`src/rtl/core/sorted_key_table_assert.svh`:
```
// Assertion macros for the sorted key table RTL.
// Used by sorted_key_table.sv; the macros expect clk and arst_n in scope.
`ifndef SORTED_KEY_TABLE_ASSERT_SVH
`define SORTED_KEY_TABLE_ASSERT_SVH

`ifndef SYNTH
// Same-cycle implication, checked on every rising edge outside reset.
`define SKT_ASSERT_IMP(label, cond, prop) \
	label: assert property (@(posedge clk) disable iff (!arst_n) (cond) |-> (prop)) \
		else $error("sorted_key_table: same-cycle check failed");
// Next-cycle implication, checked on every rising edge outside reset.
`define SKT_ASSERT_NXT(label, cond, prop) \
	label: assert property (@(posedge clk) disable iff (!arst_n) (cond) |=> (prop)) \
		else $error("sorted_key_table: next-cycle check failed");
`else
`define SKT_ASSERT_IMP(label, cond, prop)
`define SKT_ASSERT_NXT(label, cond, prop)
`endif

`endif

```
`src/rtl/core/skt_pkg.sv`:
```
// Package for the sorted key table: depth, derived widths, codes and beat types.
// Used by skt_cell, skt_ctrl and sorted_key_table; depends on nothing.
`timescale 1ns / 1ps
`default_nettype none

package skt_pkg;

	localparam int TABLE_DEPTH = 64;
	localparam int SCAN_W = $clog2(TABLE_DEPTH);
	localparam int CNT_W = $clog2(TABLE_DEPTH + 1);

	typedef enum logic [1:0] {
		REQ_INSERT = 2'd0,
		REQ_DELETE = 2'd1,
		REQ_LOOKUP = 2'd2,
		REQ_NONE   = 2'd3
	} req_kind_t;

	typedef enum logic [1:0] {
		STAT_OK        = 2'd0,
		STAT_NOT_FOUND = 2'd1,
		STAT_FULL      = 2'd2,
		STAT_DUP       = 2'd3
	} status_t;

	typedef enum logic [1:0] {
		FSM_IDLE,
		FSM_SCAN,
		FSM_APPLY
	} fsm_state_t;

	typedef struct packed {
		req_kind_t          req_type;
		logic signed [31:0] key;
		logic [30:0]        strength;
		logic [30:0]        stock_left;
	} req_t;

	typedef struct packed {
		status_t     status;
		logic [30:0] found_strength;
		logic [30:0] found_stock;
		logic [6:0]  entry_count;
	} rsp_t;

	// One table slot as held in a cell.
	typedef struct packed {
		logic               valid;
		logic signed [31:0] key;
		logic [30:0]        strength;
		logic [30:0]        stock;
	} entry_t;

	// Match token that travels down the row during the scan.
	typedef struct packed {
		logic        hit;
		logic [30:0] strength;
		logic [30:0] stock;
	} tok_t;

	// Update command broadcast to every cell on the commit cycle.
	typedef struct packed {
		logic ins;
		logic del;
	} cell_cmd_t;

	// Sequencer outputs.
	typedef struct packed {
		logic busy;
		logic accept;
		logic commit;
	} ctl_t;

endpackage

`default_nettype wire

```
`src/rtl/core/skt_cell.sv`:
```
// One slot of the sorted row: holds an entry, compares it with the request,
// forwards the match token and shifts toward either neighbor. Uses skt_pkg.
`timescale 1ns / 1ps
`default_nettype none

module skt_cell (
	input  wire                 clk,
	input  wire                 arst_n,
	input  skt_pkg::cell_cmd_t  cmd,
	input  skt_pkg::req_t       req,
	input  skt_pkg::entry_t     prev_ent,
	input  wire                 prev_lt,
	input  skt_pkg::entry_t     next_ent,
	input  skt_pkg::tok_t       tok_in,
	output skt_pkg::entry_t     ent,
	output logic                lt,
	output skt_pkg::tok_t       tok_out
);
	import skt_pkg::*;

	entry_t ent_q;
	entry_t ent_d;
	tok_t   tok_q;
	logic   eq;

	assign lt = ent_q.valid && ($signed(ent_q.key) < $signed(req.key));
	assign eq = ent_q.valid && (ent_q.key == req.key);

	// Entries below the request key stay; the rest open or close the gap.
	always_comb begin
		ent_d = ent_q;
		if (cmd.ins && !lt) begin
			if (prev_lt) begin
				ent_d.valid    = 1'b1;
				ent_d.key      = req.key;
				ent_d.strength = req.strength;
				ent_d.stock    = req.stock_left;
			end else begin
				ent_d = prev_ent;
			end
		end else if (cmd.del && !lt) begin
			ent_d = next_ent;
		end
	end

	always_ff @(posedge clk or negedge arst_n) begin
		if (!arst_n) begin
			ent_q <= '0;
		end else begin
			ent_q <= ent_d;
		end
	end

	always_ff @(posedge clk) begin
		tok_q.hit      <= tok_in.hit | eq;
		tok_q.strength <= eq ? ent_q.strength : tok_in.strength;
		tok_q.stock    <= eq ? ent_q.stock : tok_in.stock;
	end

	assign ent     = ent_q;
	assign tok_out = tok_q;

endmodule

`default_nettype wire

```
`config.mk`:
```
export PLATFORM = sky130hd
export DESIGN_NAME = skt_cell
export DESIGN_NICKNAME = d
export VERILOG_FILES = /design/src/rtl/core/sorted_key_table_assert.svh /design/src/rtl/core/skt_pkg.sv /design/src/rtl/core/skt_cell.sv
export SDC_FILE = /design/constraint.sdc
export NUM_CORES = 1
export LEC_CHECK = 0
export ABC_AREA = 0
export BUFFER_PORTS_ARGS = -buffer_cell sky130_fd_sc_hd__buf_4
export CAP_MARGIN = 10
export CORE_AREA = 2 2 199 201
export DETAILED_ROUTE_END_ITERATION = 10
export DIE_AREA = 0 0 201 203
export PLACE_DENSITY = 0.5
export SLEW_MARGIN = 20
export SYNTH_ARGS = -nofsm -noshare
export SYNTH_HDL_FRONTEND = slang
export SYNTH_SLANG_ARGS = --single-unit
```
`constraint.sdc`:
```
create_clock -name clk -period 6.92 [get_ports clk]
set_clock_uncertainty 0.05 [all_clocks]
set_input_delay 0 -clock clk [delete_from_list [all_inputs] [get_ports clk]]
set_output_delay 0 -clock clk [all_outputs]
set_load 0.01 [all_outputs]
```
; Yosys cells after proc, flatten, opt, wreduce, memory -nomap -nowiden
; Cells that the tools add are included.
[word_totals]
register_bits = 158
in_bits = 354
out_inout_bits = 159
wordCells = 21
[op_classes]
order_cmp = 1
n_eq_ne = 1
n_mux = 5
bitwise = 1
n_reduce_logical = 6
[ops]
columns = operator, n
row1 = $mux 95, 3
row2 = $mux 31, 2
row3 = $eq 32x32->1, 1
row4 = $lt 32x32->1, 1
row5 = $logic_and 1x1->1, 4
row6 = $reduce_bool 2->1, 1
row7 = $logic_not 1->1, 1
row8 = $or 1x1->1, 1

; Logic depth before layout (Yosys ltp)
; Gate-level depths: netlist of the first run.
[depth]
word_depth = 6
depth_mapped = 11
mapped_depth_nobuf = 8

; Least setup slack after synthesis of the first run
; No wires, ideal clock.
[synth_path]
path_kind = register to register
start = reg ent_q, in the netlist ent[93]
end = reg tok_q, in the netlist tok_out[11]
setup_ns = 0.121
arrival_ns = 2.563
t_required_ns = 6.749
path_slack_ns = 4.187
path_stages_with_launch = 7
n_path_buf = 1
synth_period_minus_slack_ns = 2.733
path_cell_list = dfrtp_1 -> ha_1 -> nand4_2 -> or4_4 -> nor4_4 -> buf_6 -> mux2_2
[synth_between]
elab_chain_len = 3
[synth_lines]
columns = item, line
row1 = from (decl), skt_cell.sv:21  ; entry_t ent_q;
row2 = from (signal assigned), skt_cell.sv:50  ; ent_q <= ent_d;
row3 = $eq 32x32->1, skt_cell.sv:27  ; assign eq = ent_q.valid && (ent_q.key == req.key);
row4 = $logic_and 1x1->1, skt_cell.sv:27
row5 = $mux 31, skt_cell.sv:57  ; tok_q.stock <= eq ? ent_q.stock : tok_in.stock;
row6 = to (decl), skt_cell.sv:23  ; tok_t tok_q;
; Every way passes these cells.
; A chain may end at the register's enable or synchronous reset.

; Worst setup path after layout of the first run
[layout_path]
start = reg ent_q, in the netlist ent[92]
end = reg ent_q, in the netlist ent[84]
[layout_between]
elab_chain_len = 5
word_cells_on_any_way = 7
cone_classes = order compare: 1 / mux: 1 / reduce/logical: 5
[layout_lines]
columns = item, line
row1 = $lt 32x32->1 *, skt_cell.sv:26  ; assign lt = ent_q.valid && ($signed(ent_q.key) < $signed(req.key));
row2 = $logic_and 1x1->1 *, skt_cell.sv:26
row3 = $logic_not 1->1 *, "skt_cell.sv:32, skt_cell.sv:41"
row4 = "$logic_and 1x1->1, on equally long branches", "skt_cell.sv:32, skt_cell.sv:41"
row5 = $mux 95 or $reduce_bool 2->1 (tied branches), n/a
; Mark *: on every way between the ends. The rest lies on a longest branch, timed or not.

==> results of run 1 <==
per-stage QoR:
step | setup WS, ns | util (%)
floorplan | 4.187 | -
global placement | 3.205 | 39.13
detailed placement | 3.285 | 39.14
CTS | 3.145 | 46.30
global route | 2.942 | 46.30
finish | 3.126 | 46.30
final timing paths:
check	slack, ns	to
max	3.13	ent[84]$_DFFE_PN0P_
min	0.005	ent[46]$_DFFE_PN0P_
max reg2reg	3.13	ent[84]$_DFFE_PN0P_
min reg2reg	0.54	tok_out[24]$_DFF_P_
max in group asynchronous	5.46	ent[60]$_DFFE_PN0P_
min in group asynchronous	0.07	ent[14]$_DFFE_PN0P_
cell families (layout without fill, tap and decap cells):
| logic type | count (synthesis) | in the layout | synth area share, % |
|---|---|---|---|
| adder cells (fa/ha/maj) | 32 | 32 | 3.643 |
| AND/OR/NAND/NOR | 409 | 409 | 18.98 |
| multiplexers | 156 | 156 | 14.91 |
| AO/OA/AOI/OAI | 309 | 309 | 22.89 |
| buffers and inverters | 168 | 809 | 6.466 |
| flip-flops | 158 | 158 | 33.11 |
layout by cell type, fill, tap and decap left out, types with 2 or more instances in the layout:
cell,n
a211oi_1,94
a21o_1,2
a21oi_1,13
a221oi_1,2
a22o_1,94
buf_4,522
buf_6,3
bufinv_16,2
clkbuf_16,17
clkinv_2,3
dfrtp_1,95
dfxtp_1,63
dlygate4sd3_1,216
ha_1,32
inv_1,36
inv_6,7
mux2_1,8
mux2_2,54
mux2i_1,94
nand2_1,8
nand2_4,2
nand3_1,4
nand4_1,7
nor2_1,283
nor4b_1,94
o21ai_0,5
o2bb2ai_1,94
routing by layer:
metal	up-vias	global-route usage [%]	wire length, um	share of wire (%)
li1	5841	-	-	-
met1	5799	29.15	20880	44
met2	422	39.34	23270	49
met3	50	5.040	2671	5.6
met4	0	6.799	1003	2.1
met5	-	0	0	0
sequential cells by signal (all words and copies together), names as in the netlist:
signal / flops
tok_out: 63
ent: 95
final cells by class:
| type | count | area, um2 |
|---|---|---|
| repair buffers | 741 | 6115 |
| clock inverters | 14 | 153.9 |
| multi-input cells | 906 | 6681 |
| well taps | 518 | 648.1 |
| inverters | 36 | 135.1 |
| flip-flops and latches | 158 | 3638 |
| fillers | 3714 | 20660 |
| clock buffers | 18 | 439.2 |
critical path, stage by stage, from the launching register on:
cell,delay (ns)
dfrtp_1,0.42
ha_1,0.34
a21oi_1,0.19
nand2_1,0.08
a221oi_1,0.59
nand2_4,0.64
buf_6,0.52
nor4b_1,0.49
a211oi_1,0.09
power groups by stage:
stage	registers [uW]	clock network, uW	logic (uW)
final	1680	997	2970
after global routing	1750	1060	3260
after CTS	1680	1030	2990
after detailed placement	1700	0	2860
after global placement	1680	0	2820
after floorplan	1690	0	1590
==> qor.yml, run 1 <==
routing:
  routedWlPerCell_um: 20.00
  drtPass1Iterations: 5
  ant_nets: 0
  drt_wl_total_um: 47830
  vias: 12110
  drc_errors: 0
  via_per_inst: 5.066
  drt_iter0_drc: 653
pwr:
  seqPwrFrac_pct: 29.8
  leakagePower_uw: 0.008027
  power.internal_uw: 3110
  switchingPower_uw: 2533
  clockPowerShare_pct: 17.7
  total_power_uw: 5643
  ir_worst_vdd_mv: 0.2848
  power.share.switching_pct: 44.89
  pwr-share-comb_pct: 52.6
  powerDensity_nw_per_um2: 316.8
floorplanning:
  coreArea_um2: 38470
  dieArea_um2: 40800
  die_w_um: 201
  start_util_pct: 28.57
  io-pin-count: 513
  die_y_um: 203
  rows: 72
synthesis:
  synth_largest_area_cell: "dfrtp_1"
  synth_nets: 1618
  yosys.area.top_type_share_pct: 21.63
  yosysWarnings: 0
  ys_ff_latch: 158
  yosysSeqAreaShare_pct: 33.11
  synth_most_common_cell: "nor2_1"
  async_flop_share_pct: 60.13
  syn_avg_cell_area_um2: 8.921
  synth-edff-count: 0
  netlist_top_cells_count: "nor2_1 (283), dfrtp_1 (95)"
  synthDistinctLibCells: 39
  synthFlopType: "dfrtp_1"
  synthTopCellsByArea: "dfrtp_1 (22%), dfxtp_1 (11%), nor2_1 (9.7%)"
  syn_area_um2: 10990
  netlist_instances: 1232
placed_design:
  port-buffer-count: 510
  placed_area_um2: 15060
  dp_hpwl_um: 31850
  place_inst: 2143
  routabilityCongestion: 0.8452
critical_path:
  end_kind: "register"
  crit_arrival_ns: 4.04
  r2r_start: "ent[92]$_DFFE_PN0P_"
  cp_max_fo: 112
  path_class: "register to register"
  r2r_cells: 8
  crit_path_start_kind: "register"
  critPathRequiredTime_ns: 7.16
  crit_path_start: "ent[92]$_DFFE_PN0P_"
cts:
  clk_latency_ns: 0.45
  cts_buffers: 17
  post-cts-setup-buffers: 0
  htree_levels: 4
  clock-sinks: 158
  clock-root-buffer: "clkbuf_16"
  cts_hold_buf: 216
  cts_tree: "done"
  cts.clk_slew.worst_paths_ns: 0.07
  max-clock-path-buffers: 2
  cts_resized: 0
timing:
  slew_headroom_pct: 30.10
  period_share_pct: 54.83
  clock.fmax_mhz: 263.6
  fin_crit_ns: 3.794
  tns_ns: 0
  finalHoldViolCount: 0
  drv_slew: 0
  finalHoldWorstSlack_ns: 0.004863
  rsz0062_at_grt: "false"
  setup_viol: 0
  worst_pin_slew_ns: 1.048
layout:
  postLayoutCellArea_um2: 17810
  area_growth_pct: 62.06
  final_cells: 2391
  antenna_cells: 0
  drive_gt1_share_pct: 33.21
  fin_nets: 2246
grt:
  grt_pass1_vias: 12570
  grt-ovfl-total: 0
  grt_max_degree: 113
  grt_antenna_before_repair: 0
  grt_usage_pct: 23.06
  grt_pass1_wl_um: 73850
run_status:
  status: "complete, no violations"
min_path:
  hp-class: "primary input to register"
  min_from: "prev_ent[46]"
  whs_path_depth: 4
flow_run:
  maxCapViolations: 0
Note: power is estimated with default switching activity, not from simulation.
==> run 2: changes to the inputs <==
CORE_AREA = 2 2 200 202   (was 2 2 199 201)
DIE_AREA = 0 0 202 204   (was 0 0 201 203)
PLACE_DENSITY = 0.52   (was 0.5)
clock period = 3.2 ns   (was 6.92 ns; I/O delays follow)
==> run 2 against run 1 <==
Effect of this change: sequential cell count unchanged; die area grew 0.99%; via count increased by 0.26%; global-route usage shrank 1.0 points; maximum frequency up 24%; worst setup slack got worse by 3.0 ns; non-clock buffer count grew 12; combinational power grew 120%; clock power increased by 95%.
==> qor.yml, run 2 (synthesis results as in run 1) <==
floorplanning:
  die_y_um: 204  # +0.49%
  rows: 73  # +1.4%
  io-pin-count: 513  # unchanged
  dieArea_um2: 41210  # +0.99%
  coreArea_um2: 39180  # +1.9%
  start_util_pct: 28.05  # -0.52 points
  die_w_um: 202  # +0.50%
timing:
  tns_ns: 0  # unchanged
  slew_headroom_pct: 36.30  # +6.2 points
  worst_pin_slew_ns: 0.9555  # -0.09301 ns
  setup_viol: 0  # unchanged
  fin_crit_ns: 3.056  # -0.7378 ns
  period_share_pct: 95.50  # +41 points
  finalHoldWorstSlack_ns: 0.01330  # +0.008438 ns
  drv_slew: 0  # unchanged
  rsz0062_at_grt: "false"
  clock.fmax_mhz: 327.2  # +24%
  finalHoldViolCount: 0  # unchanged
grt:
  grt_use_met3_pct: 4.241  # -0.80 points
  top_usage_layer: "met2"
  grt_usage_pct: 22.02  # -1.0 points
  grt-ovfl-total: 0  # unchanged
  grt_util_met1_pct: 27.32  # -1.8 points
  grt_antenna_before_repair: 0  # unchanged
  grt_pass1_vias: 12190  # -3.1%
  gr-usage-met2_pct: 38.56  # -0.77 points
  grt_max_degree: 189  # +67%
  grt_pass1_wl_um: 71150  # -3.7%
cts:
  cts.clk_slew.worst_paths_ns: 0.06  # about the same
  htree_levels: 4  # unchanged
  clock-root-buffer: "clkbuf_16"
  cts_buffers: 17  # unchanged
  max-clock-path-buffers: 2  # unchanged
  post-cts-setup-buffers: 0  # unchanged
  clk_latency_ns: 0.45  # about the same
  clock-sinks: 158  # unchanged
  cts_tree: "done"
min_path:
  hp-class: "primary input to register"
layout:
  largest_reg_flops: 95  # unchanged
  final_common_cell: "buf_4"
  fin_nets: 2258  # +0.53%
  drive_gt1_share_pct: 33.32  # +0.11 points
  area_growth_pct: 63.78
  antenna_cells: 0  # unchanged
  final_cell_mix: "buf_4 (522), nor2_1 (283), dlygate4sd3_1 (218)"
  postLayoutCellArea_um2: 18000  # +1.1%
critical_path:
  path_class: "register to register"
  critPathRequiredTime_ns: 3.49  # -3.67 ns
  end_kind: "register"
  crit_arrival_ns: 3.34  # -0.70 ns
  cp_max_fo: 9  # -92%
  crit_path_start_kind: "register"
routing:
  drc_errors: 0  # unchanged
  drt_wl_total_um: 46820  # -2.1%
  drt_iter0_drc: 676  # +3.5%
  ant_nets: 0  # unchanged
  vias: 12140  # +0.26%
  drtPass1Iterations: 7  # +2
  routedWlPerCell_um: 19.43  # -2.9%
  via_per_inst: 5.039  # -0.53%
pwr:
  ir_worst_vdd_mv: 0.8213  # +190%
  leakagePower_uw: 0.008095  # +0.85%
  powerDensity_nw_per_um2: 673.5  # +110%
placed_design:
  routabilityCongestion: 0.8883  # +5.1%
  placed_area_um2: 15270  # +1.4%
  dp_hpwl_um: 31300  # -1.8%
  port-buffer-count: 510  # unchanged
run_status:
  status: "complete, no violations"
flow_run:
  maxCapViolations: 0  # unchanged
[run 2: cell types whose count changed in the layout (fill, tap and decap cells not counted)]
cell	before	now
buf_12	0	11
buf_6	3	2
bufinv_16	2	0
clkbuf_1	0	5
clkbuf_8	1	2
clkinv_2	3	2
clkinv_4	0	4
dlygate4sd3_1	216	218
ha_1	32	31
ha_4	0	1
inv_6	7	1
inv_8	1	0
[run 2: power by group]
| part | switching, uW | internal [uW] |
|---|---|---|
| clock network | 901 | 1040 |
| logic | 3550 | 3060 |
| registers | 908 | 2660 |
[run 2: final cells by class]
cell class                 instances  area (um2)
fill                            3770       21180
clock inverter                     8       60.06
multi-input combinational        906        6694
inverter                          36       135.1
timing repair buffer             753        6344
sequential                       158        3638
tap                              525       656.9
clock buffer                      24       471.7
[run 2: critical path: stages, from the launching register on]
cell	delay, ns
dfrtp_1	0.42
ha_1	0.33
nand4_1	0.18
or4_4	0.65
nor3_4	0.20
o31a_2	0.22
buf_4	0.20
o2111ai_1	0.11
dlygate4sd3_1	0.57
[run 2: path summary, 6_finish.rpt]
path	depth (start not counted)	startpoint	slack [ns]	to
worst min register to register	1	ent[22]$_DFFE_PN0P_	0.54	tok_out[22]$_DFF_P_
worst max register to register	8	ent[89]$_DFFE_PN0P_	0.14	ent[94]$_DFFE_PN0P_
min in group asynchronous	2	arst_n	0.12	ent[2]$_DFFE_PN0P_
max in group asynchronous	3	arst_n	2.17	ent[51]$_DFFE_PN0P_
worst max-delay path	8	ent[89]$_DFFE_PN0P_	0.14	ent[94]$_DFFE_PN0P_
worst min-delay path	4	prev_ent[82]	0.01	ent[82]$_DFFE_PN0P_
[run 2: through the flow]
step | std cells | util (%) | setup WS (ns) | power [uW]
after global placement | 2160 | 38.98 | 0.2989 | 9850
after global routing | 2410 | 45.94 | 0.03531 | 12990
final | 2410 | 45.94 | 0.1438 | 12120
after floorplan | 1232 | - | 0.4665 | 7078
after CTS | 2410 | 45.90 | 0.08518 | 12230
after detailed placement | 2160 | 38.98 | 0.2363 | 9984
[run 2: repair_timing]
item / in CTS / in global routing
hold buffers: 218 / 0
setup endpoints to repair: 0 / 1
resized for setup: 0 / 2
endpoints found under the hold margin: 196 / 0
[run 2: per-layer routing]
layer	share of wire (%)	up-vias	routed length, um
li1	-	5866	-
met1	43	5860	20050
met2	50	380	23320
met3	5.3	38	2486
met4	2.0	0	957
met5	0	-	0
