[src/rtl/core/sorted_key_table_assert.svh]
// Assertion macros for the sorted key table RTL.
// Used by sorted_key_table.sv; the macros expect clk and arst_n in scope.
`ifndef SORTED_KEY_TABLE_ASSERT_SVH
`define SORTED_KEY_TABLE_ASSERT_SVH

`ifndef SYNTH
// Same-cycle implication, checked on every rising edge outside reset.
`define SKT_ASSERT_IMP(label, cond, prop) \
	label: assert property (@(posedge clk) disable iff (!arst_n) (cond) |-> (prop)) \
		else $error("sorted_key_table: same-cycle check failed");
// Next-cycle implication, checked on every rising edge outside reset.
`define SKT_ASSERT_NXT(label, cond, prop) \
	label: assert property (@(posedge clk) disable iff (!arst_n) (cond) |=> (prop)) \
		else $error("sorted_key_table: next-cycle check failed");
`else
`define SKT_ASSERT_IMP(label, cond, prop)
`define SKT_ASSERT_NXT(label, cond, prop)
`endif

`endif

[src/rtl/core/skt_pkg.sv]
// Package for the sorted key table: depth, derived widths, codes and beat types.
// Used by skt_cell, skt_ctrl and sorted_key_table; depends on nothing.
`timescale 1ns / 1ps
`default_nettype none

package skt_pkg;

	localparam int TABLE_DEPTH = 64;
	localparam int SCAN_W = $clog2(TABLE_DEPTH);
	localparam int CNT_W = $clog2(TABLE_DEPTH + 1);

	typedef enum logic [1:0] {
		REQ_INSERT = 2'd0,
		REQ_DELETE = 2'd1,
		REQ_LOOKUP = 2'd2,
		REQ_NONE   = 2'd3
	} req_kind_t;

	typedef enum logic [1:0] {
		STAT_OK        = 2'd0,
		STAT_NOT_FOUND = 2'd1,
		STAT_FULL      = 2'd2,
		STAT_DUP       = 2'd3
	} status_t;

	typedef enum logic [1:0] {
		FSM_IDLE,
		FSM_SCAN,
		FSM_APPLY
	} fsm_state_t;

	typedef struct packed {
		req_kind_t          req_type;
		logic signed [31:0] key;
		logic [30:0]        strength;
		logic [30:0]        stock_left;
	} req_t;

	typedef struct packed {
		status_t     status;
		logic [30:0] found_strength;
		logic [30:0] found_stock;
		logic [6:0]  entry_count;
	} rsp_t;

	// One table slot as held in a cell.
	typedef struct packed {
		logic               valid;
		logic signed [31:0] key;
		logic [30:0]        strength;
		logic [30:0]        stock;
	} entry_t;

	// Match token that travels down the row during the scan.
	typedef struct packed {
		logic        hit;
		logic [30:0] strength;
		logic [30:0] stock;
	} tok_t;

	// Update command broadcast to every cell on the commit cycle.
	typedef struct packed {
		logic ins;
		logic del;
	} cell_cmd_t;

	// Sequencer outputs.
	typedef struct packed {
		logic busy;
		logic accept;
		logic commit;
	} ctl_t;

endpackage

`default_nettype wire

[src/rtl/core/skt_ctrl.sv]
// Request sequencer: accept, scan the row, then commit once the result register is free.
// Uses skt_pkg.
`timescale 1ns / 1ps
`default_nettype none

module skt_ctrl (
	input  wire            clk,
	input  wire            arst_n,
	input  wire            req_valid,
	input  wire            out_free,
	output skt_pkg::ctl_t  ctl
);
	import skt_pkg::*;

	fsm_state_t        state_q;
	fsm_state_t        state_d;
	logic [SCAN_W-1:0] scan_q;
	logic              scan_last;

	assign scan_last = (scan_q == SCAN_W'(TABLE_DEPTH - 1));

	always_comb begin
		state_d = state_q;
		unique case (state_q)
			FSM_IDLE: begin
				if (req_valid) begin
					state_d = FSM_SCAN;
				end
			end
			FSM_SCAN: begin
				if (scan_last) begin
					state_d = FSM_APPLY;
				end
			end
			FSM_APPLY: begin
				if (out_free) begin
					state_d = FSM_IDLE;
				end
			end
			default: begin
				state_d = FSM_IDLE;
			end
		endcase
	end

	always_comb begin
		ctl = '0;
		unique case (state_q)
			FSM_IDLE: begin
				ctl.accept = req_valid;
			end
			FSM_SCAN: begin
				ctl.busy = 1'b1;
			end
			FSM_APPLY: begin
				ctl.busy   = 1'b1;
				ctl.commit = out_free;
			end
			default: begin
				ctl.busy = 1'b1;
			end
		endcase
	end

	always_ff @(posedge clk or negedge arst_n) begin
		if (!arst_n) begin
			state_q <= FSM_IDLE;
			scan_q  <= '0;
		end else begin
			state_q <= state_d;
			if (state_q == FSM_SCAN) begin
				scan_q <= scan_q + SCAN_W'(1);
			end else begin
				scan_q <= '0;
			end
		end
	end

endmodule

`default_nettype wire

[config.mk]
export PLATFORM = sky130hd
export DESIGN_NAME = skt_ctrl
export DESIGN_NICKNAME = d
export VERILOG_FILES = /design/src/rtl/core/sorted_key_table_assert.svh /design/src/rtl/core/skt_pkg.sv /design/src/rtl/core/skt_ctrl.sv
export SDC_FILE = /design/constraint.sdc
export NUM_CORES = 1
export LEC_CHECK = 0
export BUFFER_PORTS_ARGS = -buffer_cell sky130_fd_sc_hd__buf_2
export CAP_MARGIN = 20
export CORE_AREA = 4 4 41 43
export CTS_CLUSTER_DIAMETER = 100
export DETAILED_ROUTE_END_ITERATION = 8
export DIE_AREA = 0 0 45 47
export PLACE_DENSITY_LB_ADDON = 0.2
export SETUP_SLACK_MARGIN = 0.15
export SLEW_MARGIN = 0
export SYNTH_ARGS = -nofsm -noshare
export SYNTH_HDL_FRONTEND = slang
export SYNTH_SLANG_ARGS = --single-unit
export TNS_END_PERCENT = 10
[constraint.sdc]
create_clock -name clk -period 1.3 [get_ports clk]
set_clock_uncertainty 0.1 [all_clocks]
set_input_delay 0.26 -clock clk [delete_from_list [all_inputs] [get_ports clk]]
set_output_delay 0.26 -clock clk [all_outputs]
set_load 0.005 [all_outputs]
-- After elaboration in Yosys (flattened, before gate mapping)
Index checks and enable logic that the tools add are counted.
W data, S select, Z words.
- shift-type cells: 0
- multipliers: 0
- bitwise logic cells: 0
- equal/unequal tests: 6
- div/mod/pow operators: 0
- reduce and logical (&&, ||, !) cells: 2
- $lt $le $gt $ge: 0
- add/sub/neg operators: 1
- muxes and demuxes: 8
- operators by type and width (kind ; number):
    $add A6 B1 Y6 const B ; 1
    $eq A6 B6 Y1 const B ; 1
    $mux W2 ; 3
    $mux W6 ; 1
    $ne A2 B2 Y1 const B ; 3
    $pmux W2 S3 ; 1
    $mux W1 ; 3
    $reduce_and A3 Y1 ; 1
    $eq A2 B1 Y1 const B ; 1
    $eq A2 B2 Y1 const B ; 1
    $logic_not A2 Y1 ; 1
- flip-flop bits (word level): 8
- RAM bits: 0
- input bits: 4
- memories kept: 0
- bits in latches: 0
- word-level logic and storage cells: 19
- memory bits (read-only): 0

-- Longest topological paths before layout
Gate-level depths: netlist of run 1.
- word-level depth: 3
- depth in mapped cells: 4
- depth with buffers taken out: 4

-- Worst setup path after synthesis of run 1
No wires, ideal clock.
- path type: reg2reg
- start: register scan_q[0]
- end: register state_q[1]
- arrival time: 1.023 ns
- period minus slack after synthesis: 1.218 ns
- path slack: 0.082 ns
- required time: 1.104 ns
- cell stages (with the launch flop): 5
- buffers on the path: 0
- path through: dfrtp_1 ha_1 nand4_1 or3_1 o31ai_1
- cells in the longest elaborated chain, start to end: 3
- RTL lines (item ; line ; RTL):
    start, declared ; skt_ctrl.sv:17 ; logic [SCAN_W-1:0] scan_q;
    start signal, assigned ; skt_ctrl.sv:72 ; scan_q <= scan_q + SCAN_W'(1);
    $eq A6 B6 Y1 ; skt_ctrl.sv:20 ; assign scan_last = (scan_q == SCAN_W'(TABLE_DEPTH - 1));
    $ne A2 B2 Y1 (no source line) ; -- ;
    $reduce_and A3 Y1 (no source line) ; -- ;
    end signal, assigned ; skt_ctrl.sv:70 ; state_q <= state_d;
    end, declared ; skt_ctrl.sv:15 ; fsm_state_t state_q;
Every way passes these cells.
A chain may end at the register's enable or synchronous reset.

==> report_table.html, run 1 <==
<table>
<tr><th>Metric</th><th>Value</th></tr>
<tr><th colspan="2">Global route</th></tr>
<tr><td>Overflow left after global routing</td><td>0</td></tr>
<tr><td>Maximum number of pins on one net before global-route repair</td><td>9</td></tr>
<tr><td>Total track usage</td><td>9.01%</td></tr>
<tr><td>Initial antenna violation count</td><td>0</td></tr>
<tr><td>Vias in the first global route</td><td>~320</td></tr>
<tr><td>GR Util met2</td><td>around 16%</td></tr>
<tr><td>GRT busiest layer</td><td>met2</td></tr>
<tr><td>First-pass GRT wire length</td><td>between 1 and 1.5 mm</td></tr>
<tr><td>Met3 global-route usage</td><td>under 10%</td></tr>
<tr><td>Met1 GRT Util</td><td>7.94%</td></tr>
<tr><th colspan="2">Worst hold path</th></tr>
<tr><td>Endpoint of the worst hold-timing path</td><td>state_q[1]$_DFFE_PN0P_</td></tr>
<tr><td>Hold Crit Depth</td><td>2</td></tr>
<tr><td>Hold path startpoint</td><td>out_free</td></tr>
<tr><td>Classification of the worst-slack hold path</td><td>primary input to flop</td></tr>
<tr><th colspan="2">Finish</th></tr>
<tr><td>Summed area of non-filler cells in the final layout</td><td>475 sq um</td></tr>
<tr><td>Number of nets in the final layout</td><td>53</td></tr>
<tr><td>Final Util</td><td>a little over a third</td></tr>
<tr><td>Synthesis-to-finish area growth</td><td>33.8%</td></tr>
<tr><td>Antenna cell count</td><td>0</td></tr>
<tr><td>Fraction of layout instances using a drive strength above 1</td><td>37.0%</td></tr>
<tr><td>Fill cell total of the finished layout</td><td>145</td></tr>
<tr><td>Flip-flop and latch area</td><td>200 sq um</td></tr>
<tr><td>Area of the multi-input gates</td><td>around 170 sq um</td></tr>
<tr><th colspan="2">Clock network</th></tr>
<tr><td>Clk slew on worst S/H paths</td><td>0.05 ns</td></tr>
<tr><td>Total number of H-tree levels</td><td>1</td></tr>
<tr><td>Cell at the root of the clock tree</td><td>clkbuf_4</td></tr>
<tr><td>Number of clock buffers inserted by TritonCTS</td><td>3</td></tr>
<tr><td>Latest clock arrival within the worst-skew pair</td><td>~0.25 ns</td></tr>
<tr><td>Sinks on Clock Net</td><td>8</td></tr>
<tr><td>Clock Tree Buf Depth</td><td>2</td></tr>
<tr><td>CTS tree</td><td>built</td></tr>
<tr><th colspan="2">Run status</th></tr>
<tr><td>Run status</td><td>finished, violations left</td></tr>
<tr><td>Violated checks</td><td>negative setup slack</td></tr>
<tr><th colspan="2">Synthesis</th></tr>
<tr><td>Combinational family with the most area after synthesis</td><td>simple AND/OR/NAND/NOR gates</td></tr>
<tr><td>Arithmetic-cell share of the synthesized area counting full adders, half adders and majority gates</td><td>3.52%</td></tr>
<tr><td>Most area-hungry cell type in the Yosys netlist</td><td>dfrtp_1</td></tr>
<tr><td>Syn Area/Cell</td><td>10.5 sq um</td></tr>
<tr><td>Synth Area in Compound Gates</td><td>about 8.1%</td></tr>
<tr><td>Post-synthesis mux area share</td><td>0%</td></tr>
<tr><td>Post-synthesis share of cell area spent on and, or, nand and nor gates</td><td>22.5%</td></tr>
<tr><td>Gate count of the mapped netlist</td><td>34</td></tr>
<tr><td>Number of distinct standard cells referenced by the synthesized netlist</td><td>17</td></tr>
<tr><td>Most used DFF post-synth</td><td>dfrtp_1</td></tr>
<tr><td>Fraction of synthesis flops using an asynchronous set or reset pin</td><td>100%</td></tr>
<tr><td>Register bit total from synthesis</td><td>8</td></tr>
<tr><td>Area share of the largest cell type after synthesis</td><td>56.3%</td></tr>
<tr><td>Top cells by area in the synthesized netlist</td><td>dfrtp_1 56%, nor2_1 6.3%, xor2_1 4.9%</td></tr>
<tr><td>Xor-xnor portion of the synthesized cell area</td><td>7.39%</td></tr>
<tr><td>Syn. warnings</td><td>0</td></tr>
<tr><td>Number of enable flip-flop cells after synthesis</td><td>0</td></tr>
<tr><td>Commonest cells post-synth</td><td>8 x dfrtp_1, 6 x nor2_1, 3 x nand2_1</td></tr>
<tr><td>Part of the Yosys area used for sequential elements</td><td>between 50 and 60%</td></tr>
<tr><td>Synthesized cell area</td><td>~360 sq um</td></tr>
<tr><td>Most numerous cell in the Yosys netlist</td><td>dfrtp_1</td></tr>
<tr><td>Net count of the mapped netlist</td><td>39</td></tr>
<tr><th colspan="2">Pwr</th></tr>
<tr><td>Leakage</td><td>around 0.00021 uW</td></tr>
<tr><td>Peak supply drop</td><td>0.899 mV</td></tr>
<tr><td>Power per Cell Area</td><td>2010 nW/um^2</td></tr>
<tr><td>Power consumption</td><td>955 uW</td></tr>
<tr><th colspan="2">Setup path</th></tr>
<tr><td>End of the worst register-to-register path</td><td>state_q[1]$_DFFE_PN0P_</td></tr>
<tr><td>Worst Reg-to-Reg Cells</td><td>4</td></tr>
<tr><td>Kind of start point of the critical path</td><td>flop</td></tr>
<tr><td>Required time reported for the critical path endpoint</td><td>roughly 0.94 ns</td></tr>
<tr><td>Setup slack on the worst flop-to-flop path</td><td>0.06 ns</td></tr>
<tr><td>Type of the worst setup path</td><td>flop to primary output</td></tr>
<tr><td>Critical path endpoint category</td><td>primary output</td></tr>
<tr><td>Critical path arrival</td><td>1.05 ns</td></tr>
<tr><td>R2R Path Start</td><td>scan_q[0]$_DFF_PN0_</td></tr>
<tr><td>Crit Path Max Fanout</td><td>2</td></tr>
<tr><th colspan="2">Timing</th></tr>
<tr><td>Final slew viol count</td><td>0</td></tr>
<tr><td>Number of endpoints with negative hold slack in the final report</td><td>0</td></tr>
<tr><td>Crit share post-route</td><td>109%</td></tr>
<tr><td>Top achievable clock speed</td><td>0.708 GHz</td></tr>
<tr><td>Worst slew margin relative to its limit</td><td>about 88%</td></tr>
<tr><td>Actual slew at the worst max-slew pin</td><td>0.185 ns</td></tr>
<tr><td>Final period demand of the worst path</td><td>1.41 ns</td></tr>
<tr><td>RSZ-0062 raised after global routing</td><td>yes</td></tr>
<tr><td>Count of endpoints failing setup in the final report</td><td>3</td></tr>
<tr><td>Hold slack final</td><td>0.110 ns</td></tr>
<tr><td>Post-route worst setup slack</td><td>-0.113 ns</td></tr>
<tr><th colspan="2">Drt</th></tr>
<tr><td>Post-route DRC violation count</td><td>0</td></tr>
<tr><td>Iteration count of the initial detailed-routing pass</td><td>3</td></tr>
<tr><td>First DRT Iteration DRCs</td><td>2</td></tr>
<tr><td>Vias per cell</td><td>4.75</td></tr>
<tr><td>DRT antenna net count</td><td>0</td></tr>
<tr><td>DR vias</td><td>290</td></tr>
<tr><td>Wire length reported by the detailed router</td><td>708 microns</td></tr>
<tr><td>Routed length per instance</td><td>11.6 microns</td></tr>
<tr><th colspan="2">Place</th></tr>
<tr><td>Gp weighted congestion</td><td>0.720</td></tr>
<tr><td>Post-place instance area</td><td>slightly above 400 sq um</td></tr>
<tr><td>Number of port buffers</td><td>6</td></tr>
<tr><td>DP HPWL</td><td>585 microns</td></tr>
<tr><th colspan="2">Floorplan</th></tr>
<tr><td>DIE WIDTH</td><td>45 microns</td></tr>
<tr><td>Core box area</td><td>1300 sq um</td></tr>
<tr><td>DIE AREA</td><td>about 2100 sq um</td></tr>
<tr><td>Site Rows</td><td>13</td></tr>
<tr><td>Die height</td><td>47 microns</td></tr>
<tr><td>Initial Util</td><td>27.3%</td></tr>
<tr><td>IO Count</td><td>7</td></tr>
<tr><th colspan="2">Job</th></tr>
<tr><td>Number of max-cap violations</td><td>0</td></tr>
</table>
[worst max-delay path by stage]
stage,slack [ns],to,startpoint,cells past startpoint
finish,-0.11,ctl[1],state_q[1]$_DFFE_PN0P_,3
global route,-0.16,ctl[1],state_q[1]$_DFFE_PN0P_,3
CTS,-0.13,ctl[1],state_q[0]$_DFFE_PN0P_,3
detailed placement,0.008,state_q[1]$_DFFE_PN0P_,scan_q[0]$_DFF_PN0_,4
global placement,0.04,state_q[1]$_DFFE_PN0P_,scan_q[0]$_DFF_PN0_,4
floorplan,0.09,state_q[1]$_DFFE_PN0P_,scan_q[0]$_DFF_PN0_,4
[what timing repair did]
action	CTS	global route
endpoints found under the hold margin	8	0
buffers inserted	1	0
hold buffers	1	0
endpoints found under the setup margin	6	7
resized for setup	1	4
pin swaps	2	2
[critical path: stages (launching register included)]
cell and delay [ns]:
dfrtp_1 0.38, or2_4 0.25, nor2_1 0.08, buf_2 0.11
[power breakdown]
part	internal, uW	leakage [uW]	switching (uW)
logic	169	0.000104	149
registers	355	0.0000947	102
clock network	105	0.0000138	75.3
[layer usage]
layer / routed length (microns) / up-vias
li1: - / 141
met1: 262 / 140
met2: 371 / 9
met3: 74 / 0
met4: 0 / 0
met5: 0 / -
[layout by cell type (no fill, tap or decap)]
| cell type | count |
|---|---|
| dfrtp_1 | 8 |
| buf_2 | 6 |
| nor2_1 | 5 |
| clkbuf_4 | 3 |
| inv_1 | 2 |
| nand2_1 | 2 |
| xor2_1 | 2 |
| or3_1 | 2 |
| nand3_1 | 1 |
| nand3_2 | 1 |
| xnor2_1 | 1 |
| and3_1 | 1 |
| or2_4 | 1 |
| o21ai_0 | 1 |
| a21oi_1 | 1 |
| nand2_2 | 1 |
| nor2_2 | 1 |
| nand4_1 | 1 |
| o221a_2 | 1 |
| o31ai_1 | 1 |
| ha_4 | 1 |
| dlygate4sd3_1 | 1 |
| buf_6 | 1 |
| buf_4 | 1 |
[final cells by class]
type / count / area share, %
inverters: 2 / 1.58
flip-flops and latches: 8 / 42.1
well taps: 15 / 3.95
clock buffers: 3 / 4.74
multi-input cells: 24 / 35.3
repair buffers: 9 / 12.4
[registers in the layout, indices dropped and copies added (netlist names)]
register / count
state_q: 2
scan_q: 6
[cell families after synthesis]
group                    after synthesis
flip-flops                             8
AO/OA/AOI/OAI                          4
buffers and inverters                  2
XOR/XNOR                               3
AND/OR/NAND/NOR                       16
adder cells (fa/ha/maj)                1
[per-stage QoR]
stage          TNS, ns  worst slack (ns)  instances
6_report        -0.190            -0.113         61
5_1_grt         -0.390            -0.164         61
4_1_cts         -0.273            -0.134         61
3_5_place_dp         0           0.00792         56
3_3_place_gp         0            0.0434         56
2_1_floorplan        0            0.0880         34
(Power assumes the default switching activity.)
==> inputs of run 2 (changes only) <==
RECOVER_POWER = 25   (was default)
==> run 2 against run 1 <==
Compared with the run above: the flow still finishes with violations (negative setup slack); register-to-register slack hardly changed; final cell count unchanged; die area is the same; sequential power is essentially flat; largest cell class unchanged; largest power group unchanged; highest routed layer unchanged.
==> report_table.html, run 2 (same netlist as run 1, synthesis figures left out) <==
<table>
<tr><th>Metric</th><th>Value</th></tr>
<tr><th colspan="2">Run status</th></tr>
<tr><td>Run status</td><td>finished, violations left</td></tr>
<tr><td>Violated checks</td><td>negative setup slack</td></tr>
<tr><th colspan="2">Place</th></tr>
<tr><td>DP HPWL</td><td>approximately 600 microns</td></tr>
<tr><td>Number of port buffers</td><td>6</td></tr>
<tr><td>Total instance count after detailed placement</td><td>56</td></tr>
<tr><td>Gp weighted congestion</td><td>0.720</td></tr>
<tr><td>Post-place instance area</td><td>414 sq um</td></tr>
<tr><th colspan="2">Finish</th></tr>
<tr><td>Commonest non-fill, non-tap cells in the layout</td><td>8 x dfrtp_1, 5 x nor2_1, 5 x buf_2</td></tr>
<tr><td>Most common cell after layout, fill and taps aside</td><td>dfrtp_1</td></tr>
<tr><td>Largest regs</td><td>scan_q: 6 flops, state_q: 2 flops</td></tr>
<tr><td>Number of flip-flops in the largest register</td><td>6</td></tr>
<tr><td>Largest register by flop count</td><td>scan_q</td></tr>
<tr><td>Flip-flop and latch area</td><td>200 sq um</td></tr>
<tr><td>Number of nets in the final layout</td><td>53</td></tr>
<tr><td>Final Instance Count excl. Fillers</td><td>61</td></tr>
<tr><td>Summed area of non-filler cells in the final layout</td><td>474 sq um</td></tr>
<tr><td>Synthesis-to-finish area growth</td><td>33.5%</td></tr>
<tr><td>Area of the multi-input gates</td><td>~170 sq um</td></tr>
<tr><td>Antenna cell count</td><td>0</td></tr>
<tr><td>Fraction of layout instances using a drive strength above 1</td><td>34.8%</td></tr>
<tr><td>Fill cell total of the finished layout</td><td>approximately 150</td></tr>
<tr><th colspan="2">Setup path</th></tr>
<tr><td>Critical path arrival</td><td>around 1.1 ns</td></tr>
<tr><td>Crit Path Max Fanout</td><td>2</td></tr>
<tr><td>Required time reported for the critical path endpoint</td><td>0.94 ns</td></tr>
<tr><td>R2R Path Start</td><td>scan_q[0]$_DFF_PN0_</td></tr>
<tr><td>Kind of start point of the critical path</td><td>flop</td></tr>
<tr><td>Critical path endpoint category</td><td>primary output</td></tr>
<tr><td>Type of the worst setup path</td><td>flop to primary output</td></tr>
<tr><td>Worst Setup SP</td><td>state_q[1]$_DFFE_PN0P_</td></tr>
<tr><th colspan="2">Drt</th></tr>
<tr><td>Routed length per instance</td><td>11.5 microns</td></tr>
<tr><td>DR vias</td><td>292</td></tr>
<tr><td>Vias per cell</td><td>~4.8</td></tr>
<tr><td>Iteration count of the initial detailed-routing pass</td><td>3</td></tr>
<tr><td>Wire length reported by the detailed router</td><td>704 microns</td></tr>
<tr><td>Post-route DRC violation count</td><td>0</td></tr>
<tr><td>DRT antenna net count</td><td>0</td></tr>
<tr><td>First DRT Iteration DRCs</td><td>2</td></tr>
<tr><th colspan="2">Timing</th></tr>
<tr><td>Top achievable clock speed</td><td>0.708 GHz</td></tr>
<tr><td>Final slew viol count</td><td>0</td></tr>
<tr><td>Worst slew margin relative to its limit</td><td>71.9%</td></tr>
<tr><td>Crit share post-route</td><td>109%</td></tr>
<tr><td>RSZ-0062 raised after global routing</td><td>yes</td></tr>
<tr><td>Post-route worst setup slack</td><td>-0.113 ns</td></tr>
<tr><td>Count of endpoints failing setup in the final report</td><td>3</td></tr>
<tr><td>Actual slew at the worst max-slew pin</td><td>around 0.42 ns</td></tr>
<tr><td>Final period demand of the worst path</td><td>1.41 ns</td></tr>
<tr><td>Number of endpoints with negative hold slack in the final report</td><td>0</td></tr>
<tr><th colspan="2">Floorplan</th></tr>
<tr><td>DIE WIDTH</td><td>around 45 microns</td></tr>
<tr><td>DIE AREA</td><td>2120 sq um</td></tr>
<tr><td>Core box area</td><td>~1300 sq um</td></tr>
<tr><td>IO Count</td><td>7</td></tr>
<tr><td>Die height</td><td>~47 microns</td></tr>
<tr><td>Site Rows</td><td>13</td></tr>
<tr><td>Initial Util</td><td>27.3%</td></tr>
<tr><th colspan="2">Clock network</th></tr>
<tr><td>Total number of H-tree levels</td><td>1</td></tr>
<tr><td>Cell at the root of the clock tree</td><td>clkbuf_4</td></tr>
<tr><td>Clock Tree Buf Depth</td><td>2</td></tr>
<tr><td>CTS tree</td><td>built</td></tr>
<tr><td>Latest clock arrival within the worst-skew pair</td><td>between 0.2 and 0.3 ns</td></tr>
<tr><td>Sinks on Clock Net</td><td>8</td></tr>
<tr><td>Clk slew on worst S/H paths</td><td>0.05 ns</td></tr>
<tr><td>Number of clock buffers inserted by TritonCTS</td><td>3</td></tr>
<tr><th colspan="2">Worst hold path</th></tr>
<tr><td>Hold path startpoint</td><td>out_free</td></tr>
<tr><td>Classification of the worst-slack hold path</td><td>primary input to flop</td></tr>
<tr><th colspan="2">Global route</th></tr>
<tr><td>Initial antenna violation count</td><td>0</td></tr>
<tr><td>Total track usage</td><td>under 10%</td></tr>
<tr><td>Overflow left after global routing</td><td>0</td></tr>
<tr><td>Vias in the first global route</td><td>316</td></tr>
<tr><td>Maximum number of pins on one net before global-route repair</td><td>9</td></tr>
<tr><td>First-pass GRT wire length</td><td>1.24 mm</td></tr>
<tr><th colspan="2">Pwr</th></tr>
<tr><td>Peak supply drop</td><td>0.899 mV</td></tr>
<tr><td>Leakage</td><td>approximately 0.00021 uW</td></tr>
<tr><td>Power per Cell Area</td><td>2010 nW/um^2</td></tr>
<tr><td>Power consumption</td><td>955 uW</td></tr>
<tr><th colspan="2">Job</th></tr>
<tr><td>Number of max-cap violations</td><td>0</td></tr>
</table>
run 2: cell types whose count changed in the layout (fill, tap and decap cells not counted):
cell,delta
buf_2,-1
clkbuf_1,+1
run 2: path summary, 6_finish.rpt:
path	to	slack, ns	cells after the start
max in group asynchronous	scan_q[1]$_DFF_PN0_	0.45	2
min in group asynchronous	state_q[1]$_DFFE_PN0P_	0.36	2
setup reg to reg	state_q[1]$_DFFE_PN0P_	0.06	4
hold / removal	state_q[1]$_DFFE_PN0P_	0.11	2
setup / recovery	ctl[1]	-0.11	3
hold reg to reg	scan_q[0]$_DFF_PN0_	0.42	1
run 2: power by group:
group	switching (uW)	internal [uW]	total, uW
clock network	75.5	105	181
registers	102	355	457
logic	150	168	318
total	327	628	955
run 2: repair_timing:
action,in CTS,in global routing
hold buffers,1,0
pin swaps,2,2
endpoints found under the setup margin,6,7
buffers inserted,1,0
resized for setup,1,4
endpoints found under the hold margin,8,0
run 2: layer usage:
metal  GRT usage (%)  wire (microns)  up-vias
met2            15.5             376        9
met3            6.90              74        0
met1            7.94             254      142
met5               0               0        -
li1                -               -      141
met4            3.51               0        0
run 2: layout make-up:
class,count,share of cell area (%)
repair buffers,9,12.1
clock buffers,3,4.75
well taps,15,3.96
flip-flops and latches,8,42.2
multi-input cells,24,35.4
inverters,2,1.58
run 2: per-stage QoR:
| step | hold slack, ns | setup TNS [ns] | util [%] | setup WS (ns) |
|---|---|---|---|---|
| 5_1_grt | 0.126 | -0.390 | 36.4 | -0.164 |
| 3_5_place_dp | 0.00875 | 0 | 31.8 | 0.00792 |
| 6_report | 0.110 | -0.190 | 36.4 | -0.113 |
| 4_1_cts | 0.0955 | -0.273 | 35.1 | -0.134 |
| 2_1_floorplan | -0.136 | 0 | - | 0.0880 |
| 3_3_place_gp | 0.00841 | 0 | 31.8 | 0.0434 |
run 2: critical path, cell delays in order, from the launching register on:
cell and delay (ns):
dfrtp_1 0.38, or2_4 0.25, nor2_1 0.08, buf_2 0.11
